==> config.mk <==
export PLATFORM = sky130hd
export DESIGN_NAME = ffha_cell
export DESIGN_NICKNAME = d
export VERILOG_FILES = /design/src/ffha_pkg.sv /design/src/ffha_cell.sv
export SDC_FILE = /design/constraint.sdc
export NUM_CORES = 2
export LEC_CHECK = 0
export BUFFER_PORTS_ARGS = -buffer_cell sky130_fd_sc_hd__buf_2
export CORE_AREA = 4 4 265 267
export CTS_CLUSTER_DIAMETER = 200
export DETAILED_ROUTE_END_ITERATION = 8
export DIE_AREA = 0 0 269 271
export PLACE_DENSITY_LB_ADDON = 0.3
export SLEW_MARGIN = 15
export SYNTH_ARGS = -nofsm -noshare
export SYNTH_HDL_FRONTEND = slang
export SYNTH_SLANG_ARGS = --single-unit
==> constraint.sdc <==
create_clock -name clk -period 9.65 [get_ports clk]
set_clock_uncertainty 0.2 [all_clocks]
set_input_delay 0.4825 -clock clk [delete_from_list [all_inputs] [get_ports clk]]
set_output_delay 0.4825 -clock clk [all_outputs]
set_load 0.01 [all_outputs]
==> src/ffha_pkg.sv <==
// shared types and constants for the first-fit heap allocator
`timescale 1ns / 1ps
package ffha_pkg;

    // pass modes broadcast to the cell row
    localparam logic [1:0] MODE_ALLOC = 2'd0;
    localparam logic [1:0] MODE_MARK  = 2'd1;
    localparam logic [1:0] MODE_MERGE = 2'd2;

    // result status codes
    localparam logic [1:0] ST_OK      = 2'd0;
    localparam logic [1:0] ST_OOM     = 2'd1;
    localparam logic [1:0] ST_UNKNOWN = 2'd2;

    // request kinds
    localparam logic KIND_ALLOC   = 1'b0;
    localparam logic KIND_RELEASE = 1'b1;

    // register indexes
    localparam logic REG_HEAP_BASE = 1'b0;
    localparam logic REG_HEAP_SIZE = 1'b1;

    // size rounding and split slack
    localparam logic [32:0] ALIGN_ADD   = 33'd3;
    localparam logic [32:0] ALIGN_MASK  = ~33'd3;
    localparam logic [33:0] SPLIT_SLACK = 34'd4;

    // one segment of the table
    typedef struct packed {
        logic        v;
        logic        u;
        logic [31:0] off;
        logic [31:0] sz;
    } entry_t;

    // packet walking the cell row, one cell per cycle
    typedef struct packed {
        logic        act;
        logic        found;
        logic [1:0]  shamt;
        entry_t      ins;
        logic [31:0] addr;
        logic [31:0] fb;
        logic [31:0] ub;
    } pkt_t;

    // controls broadcast to every cell
    typedef struct packed {
        logic [1:0]  mode;
        logic        init;
        logic        room;
        logic [32:0] need;
        logic [31:0] target;
        logic [31:0] base;
        logic [31:0] init_sz;
    } ctl_t;

endpackage

==> src/ffha_cell.sv <==
// one table cell: holds a segment and processes the packet passing through
`timescale 1ns / 1ps
module ffha_cell #(
    parameter int IDX = 0,
    parameter int HDR = 12,
    parameter int CW  = 7
) (
    input  logic            clk,
    input  logic            rst_n,
    input  ffha_pkg::ctl_t  ctl,
    input  ffha_pkg::pkt_t  pkt_in,
    input  logic [CW-1:0]   nval_in,
    input  logic [CW-1:0]   nfree_in,
    input  ffha_pkg::entry_t next1,
    input  ffha_pkg::entry_t next2,
    output ffha_pkg::entry_t ent,
    output ffha_pkg::pkt_t  pkt_out,
    output logic [CW-1:0]   nval_out,
    output logic [CW-1:0]   nfree_out
);
    import ffha_pkg::*;

    localparam logic [31:0] HDR_W = 32'(HDR);

    entry_t        ent_reg, ent_next;
    pkt_t          pkt_reg, pkt_next;
    logic [CW-1:0] nval_reg, nval_next;
    logic [CW-1:0] nfree_reg, nfree_next;

    logic [31:0] paddr;
    logic        fit;
    logic        split;
    logic [31:0] boff;
    logic [31:0] bsz;
    logic        m1;
    logic        m2;
    logic [31:0] msz;

    // local datapath for the segment held here
    assign paddr = ctl.base + ent_reg.off + HDR_W;
    assign fit   = ent_reg.v && !ent_reg.u && ({1'b0, ent_reg.sz} >= ctl.need);
    assign split = ctl.room &&
                   ({2'b00, ent_reg.sz} > ({1'b0, ctl.need} + 34'(HDR) + SPLIT_SLACK));
    assign boff  = ent_reg.off + HDR_W + ctl.need[31:0];
    assign bsz   = ent_reg.sz - ctl.need[31:0] - HDR_W;
    assign m1    = ent_reg.v && !ent_reg.u && next1.v && !next1.u;
    assign m2    = m1 && next2.v && !next2.u;
    assign msz   = ent_reg.sz + next1.sz + HDR_W + (m2 ? (next2.sz + HDR_W) : 32'd0);

    // segment update and packet processing
    always_comb
    begin
        ent_next   = ent_reg;
        pkt_next   = pkt_in;
        nval_next  = nval_in;
        nfree_next = nfree_in;
        if (ctl.init)
        begin
            ent_next     = '0;
            if (IDX == 0)
            begin
                ent_next.v  = 1'b1;
                ent_next.sz = ctl.init_sz;
            end
        end
        else if (pkt_in.act)
        begin
            case (ctl.mode)
                MODE_ALLOC:
                begin
                    if (pkt_in.ins.v)
                    begin
                        // ripple the split remainder toward the end
                        ent_next     = pkt_in.ins;
                        pkt_next.ins = ent_reg;
                    end
                    else if (!pkt_in.found && fit)
                    begin
                        ent_next.u     = 1'b1;
                        pkt_next.found = 1'b1;
                        pkt_next.addr  = paddr;
                        if (split)
                        begin
                            ent_next.sz      = ctl.need[31:0];
                            pkt_next.ins.v   = 1'b1;
                            pkt_next.ins.u   = 1'b0;
                            pkt_next.ins.off = boff;
                            pkt_next.ins.sz  = bsz;
                        end
                    end
                end
                MODE_MARK:
                begin
                    if (!pkt_in.found && ent_reg.v && (ctl.target != 32'd0) &&
                        (paddr == ctl.target))
                    begin
                        ent_next.u     = 1'b0;
                        pkt_next.found = 1'b1;
                    end
                end
                MODE_MERGE:
                begin
                    // once merged, later cells close the gap from the right
                    if (pkt_in.shamt == 2'd1)
                    begin
                        ent_next = next1;
                    end
                    else if (pkt_in.shamt == 2'd2)
                    begin
                        ent_next = next2;
                    end
                    else if (m1)
                    begin
                        ent_next.sz    = msz;
                        pkt_next.shamt = m2 ? 2'd2 : 2'd1;
                    end
                end
                default:
                begin
                end
            endcase
            // running totals over the final contents
            if (ent_next.v)
            begin
                nval_next = nval_in + CW'(1);
                if (ent_next.u)
                begin
                    pkt_next.ub = pkt_in.ub + ent_next.sz + HDR_W;
                end
                else
                begin
                    pkt_next.fb = pkt_in.fb + ent_next.sz;
                    nfree_next  = nfree_in + CW'(1);
                end
            end
        end
    end

    // registers
    always_ff @(posedge clk or negedge rst_n)
    begin
        if (!rst_n)
        begin
            ent_reg   <= '0;
            pkt_reg   <= '0;
            nval_reg  <= '0;
            nfree_reg <= '0;
        end
        else
        begin
            ent_reg   <= ent_next;
            pkt_reg   <= pkt_next;
            nval_reg  <= nval_next;
            nfree_reg <= nfree_next;
        end
    end

    assign ent       = ent_reg;
    assign pkt_out   = pkt_reg;
    assign nval_out  = nval_reg;
    assign nfree_out = nfree_reg;

endmodule

==> results.json <==
{
  "finalSetupViolCount": 0,
  "vdd_ir_drop_max_mv": 0.1399,
  "final_cell_area_um2": 34980,
  "fp-row-count": 96,
  "pwr_density_cell_nw_per_um2": 135.0,
  "timing.rr.start": "ent[64]",
  "fp.dieW_um": 269,
  "worst-r2r-setup-slack_ns": 0.93,
  "clock_sinks": 246,
  "synthTopCellsByCount": "sky130_fd_sc_hd__ha_1, sky130_fd_sc_hd__nand2_1, sky130_fd_sc_hd__a21oi_1",
  "post-synth-top-area-fraction": 0.2190,
  "rsz0062_at_grt": "false",
  "dpl-instance-area_um2": 32660,
  "totalWireLength_um": 134400,
  "share_of_the_yosys_chip_area_belonging_to_registers": 0.2190,
  "power.static_leakage_nw": 17.25,
  "number_of_global_route_vias_before_repair": 29920,
  "synth_async_sr_flop_share": 1.000,
  "cts_root_buffer": "sky130_fd_sc_hd__clkbuf_16",
  "routabilityCongestion": 1.028,
  "critical_path.startpoint_type": "register",
  "worstSetupEndpointType": "register",
  "total_of_buffers_placed_on_input_and_output_ports": 692,
  "die_h_um": 271,
  "dieArea_um2": 72900,
  "result_of_the_run": "finished clean",
  "crit_required_ns": 9.88,
  "final_report_max_slew_violation_count": 0,
  "report.final.hold_viol_count": 0,
  "most_instantiated_library_cell_after_synthesis": "sky130_fd_sc_hd__ha_1",
  "antenna_found_initial": 34,
  "synth.lib_cells_used.distinct": 84,
  "floorplan.core_area_um2": 68110,
  "final_net_count": 5112,
  "hold_path_startpoint": "pkt_in[94]",
  "hold_depth": 3,
  "pre_cts_slack_ns": 0.6981,
  "synth-edff-count": 0,
  "layout_worst_path_cycle_share": 0.9040,
  "synth_flop_cell": "sky130_fd_sc_hd__dfrtp_1",
  "timing.setup.critical_path_class": "register to register",
  "number_of_buffers_created_by_cts": 35,
  "largest_register_ff_count": 166,
  "largest_net_degree_at_the_start_of_global_routing": 154,
  "detailedPlacementHpwl_um": 108200,
  "syn_to_final_growth_pct": 24.45,
  "vias": 30820,
  "ys_ff_latch": 246,
  "timing.fmax_ghz": 0.1146,
  "worst_r2r_endpoint": "pkt_out[29]",
  "cts_max_level": 2,
  "grt_first_pass_wirelength_um": 194400,
  "post_synth.cell_area_avg_um2": 8.060,
  "critical_path.max_fanout": 10,
  "synth_fp_nets": 4369,
  "max_stage_delay_ns": 0.65,
  "final_layout_size_suffix_gt1_frac": 0.2049,
  "depth_of_the_worst_register_to_register_path": 31,
  "yosysWarnings": 0,
  "slew_headroom": 0.1397,
  "cp_slowest_cell": "sky130_fd_sc_hd__nor3b_2",
  "final_period_minus_worst_setup_slack_ns": 8.723,
  "min_path_type": "primary input to register",
  "post_synth_main_area_contributors": "sky130_fd_sc_hd__dfrtp_1, sky130_fd_sc_hd__ha_1, sky130_fd_sc_hd__a21oi_1, sky130_fd_sc_hd__xnor2_1, sky130_fd_sc_hd__o21ai_0",
  "num_io_pins": 693,
  "grt_util_all_layers": 0.3555,
  "route.detailed.wl_per_inst_um": 26.04,
  "clockBufferDepth": 3,
  "final.setup.tns_ns": 0,
  "layout_setup_ws_ns": 0.9266,
  "drt_pass1_iterations": 5,
  "min_to": "pkt_out[94]",
  "synth.cell_area_um2": 28100,
  "worst_ep_arrival_time_ns": 8.96,
  "clk-insertion-delay-late_ns": 0.57,
  "max_cap_violations": 0,
  "synthCells": 3487,
  "timing.critical_path.from": "ent[64]",
  "start_util": 0.4127,
  "drc_violation_count_after_routing": 0,
  "drt-initial-drc-count": 3141,
  "grt_overflow_total": 0,
  "clk_pin_slew_worst_paths_ns": 0.06,
  "drt-vias-per-instance": 5.971,
  "synth_largest_area_cell": "sky130_fd_sc_hd__dfrtp_1",
  "tightestPinTransition_ns": 1.287,
  "cts_tree": "done",
  "drtAntennaViolNets": 0,
  "post_cts_buffers": 0,
  "hold_slack_ns": 0.009397
}
==> routing by layer <==
layer	global-route usage	wire, µm
met1	0.4385	52280
met2	0.5630	59850
met4	0.2046	9064
met5	0	121
met3	0.08885	13110
==> worst max-delay path by stage <==
stage | endpoint | slack, ns | depth (start not counted)
5_1_grt | pkt_out[31] | 0.19 | 32
2_1_floorplan | pkt_out[29] | 1.42 | 33
3_5_place_dp | pkt_out[29] | 0.70 | 32
3_3_place_gp | pkt_out[29] | 0.83 | 32
6_report | pkt_out[29] | 0.93 | 31
4_1_cts | pkt_out[31] | 1.01 | 32
==> cell families after synthesis <==
| logic type | Yosys count | synth area share |
|---|---|---|
| mux | 75 | 0.02814 |
| simple gates | 918 | 0.1525 |
| compound gates | 1144 | 0.2568 |
| fa+ha+maj | 435 | 0.2043 |
| buf+inv | 415 | 0.05627 |
| flops | 246 | 0.2190 |
| xor+xnor | 254 | 0.08285 |
==> cell type report <==
class | count | area, µm²
Antenna cell | 24 | 60.06
Tap cell | 882 | 1104
Multi-Input combinational cell | 2826 | 20470
Clock buffer | 42 | 963.4
Timing Repair Buffer | 856 | 4975
Fill cell | 6666 | 33130
Sequential cell | 246 | 6156
Inverter | 265 | 994.7
Clock inverter | 21 | 257.7
==> layout by cell type (no fill, tap or decap), types with 16 or more instances in the layout <==
master	Yosys	routed
sky130_fd_sc_hd__inv_1	262	262
sky130_fd_sc_hd__xor2_1	89	89
sky130_fd_sc_hd__fa_1	40	40
sky130_fd_sc_hd__and3_1	22	21
sky130_fd_sc_hd__a21oi_1	308	307
sky130_fd_sc_hd__nand2b_1	35	35
sky130_fd_sc_hd__nor4_1	30	30
sky130_fd_sc_hd__o21bai_1	28	28
sky130_fd_sc_hd__mux2_2	16	16
sky130_fd_sc_hd__o22ai_1	75	75
sky130_fd_sc_hd__nor2_1	236	230
sky130_fd_sc_hd__a21o_1	69	69
sky130_fd_sc_hd__mux2_1	16	16
sky130_fd_sc_hd__o21ai_0	273	273
sky130_fd_sc_hd__a211o_1	17	17
sky130_fd_sc_hd__xnor2_1	157	157
sky130_fd_sc_hd__buf_2	10	691
sky130_fd_sc_hd__clkbuf_16	0	36
sky130_fd_sc_hd__ha_1	395	395
sky130_fd_sc_hd__mux2i_1	43	43
sky130_fd_sc_hd__a211oi_1	50	50
sky130_fd_sc_hd__o31ai_1	16	16
sky130_fd_sc_hd__a22oi_1	75	75
sky130_fd_sc_hd__dfrtp_1	246	246
sky130_fd_sc_hd__a221oi_1	23	23
sky130_fd_sc_hd__nand4_1	47	47
sky130_fd_sc_hd__nor3_1	55	55
sky130_fd_sc_hd__or3_1	24	24
sky130_fd_sc_hd__o21a_1	23	23
sky130_fd_sc_hd__nand2_1	316	314
sky130_fd_sc_hd__diode_2	0	24
sky130_fd_sc_hd__nor2b_1	29	29
sky130_fd_sc_hd__o211ai_1	25	25
sky130_fd_sc_hd__dlygate4sd3_1	0	103
sky130_fd_sc_hd__buf_4	1	60
sky130_fd_sc_hd__a31oi_1	39	39
sky130_fd_sc_hd__nand3_1	73	71
==> per-stage QoR <==
stage                       util  cells  total power, mW
after global placement    0.4796   4972            3.253
after floorplan                -   3487            2.495
after CTS                 0.5125   5137            4.701
after detailed placement  0.4796   4972            3.252
final                     0.5136   5162            4.721
after global routing      0.5132   5153            4.990
==> repair_timing <==
action,CTS,global route
hold buffers,102,1
endpoints found under the hold margin,190,1
resized for setup,0,0
==> critical path, delay by kind of cell (launching register included) <==
family,cells,cell delay (ns)
adder cells (fa/ha/maj),6,2.00
flip-flops,1,0.37
AND/OR/NAND/NOR,6,1.60
multiplexers,1,0.29
XOR/XNOR,1,0.08
AO/OA/AOI/OAI,17,4.07
==> power breakdown <==
part	leakage, nW	internal [mW]	switching (mW)
Sequential	2.97	1.11	0.0821
Combinational	13.7	0.851	1.28
Clock	0.592	0.829	0.568
No activity file was read; power rests on OpenSTA's default activity.
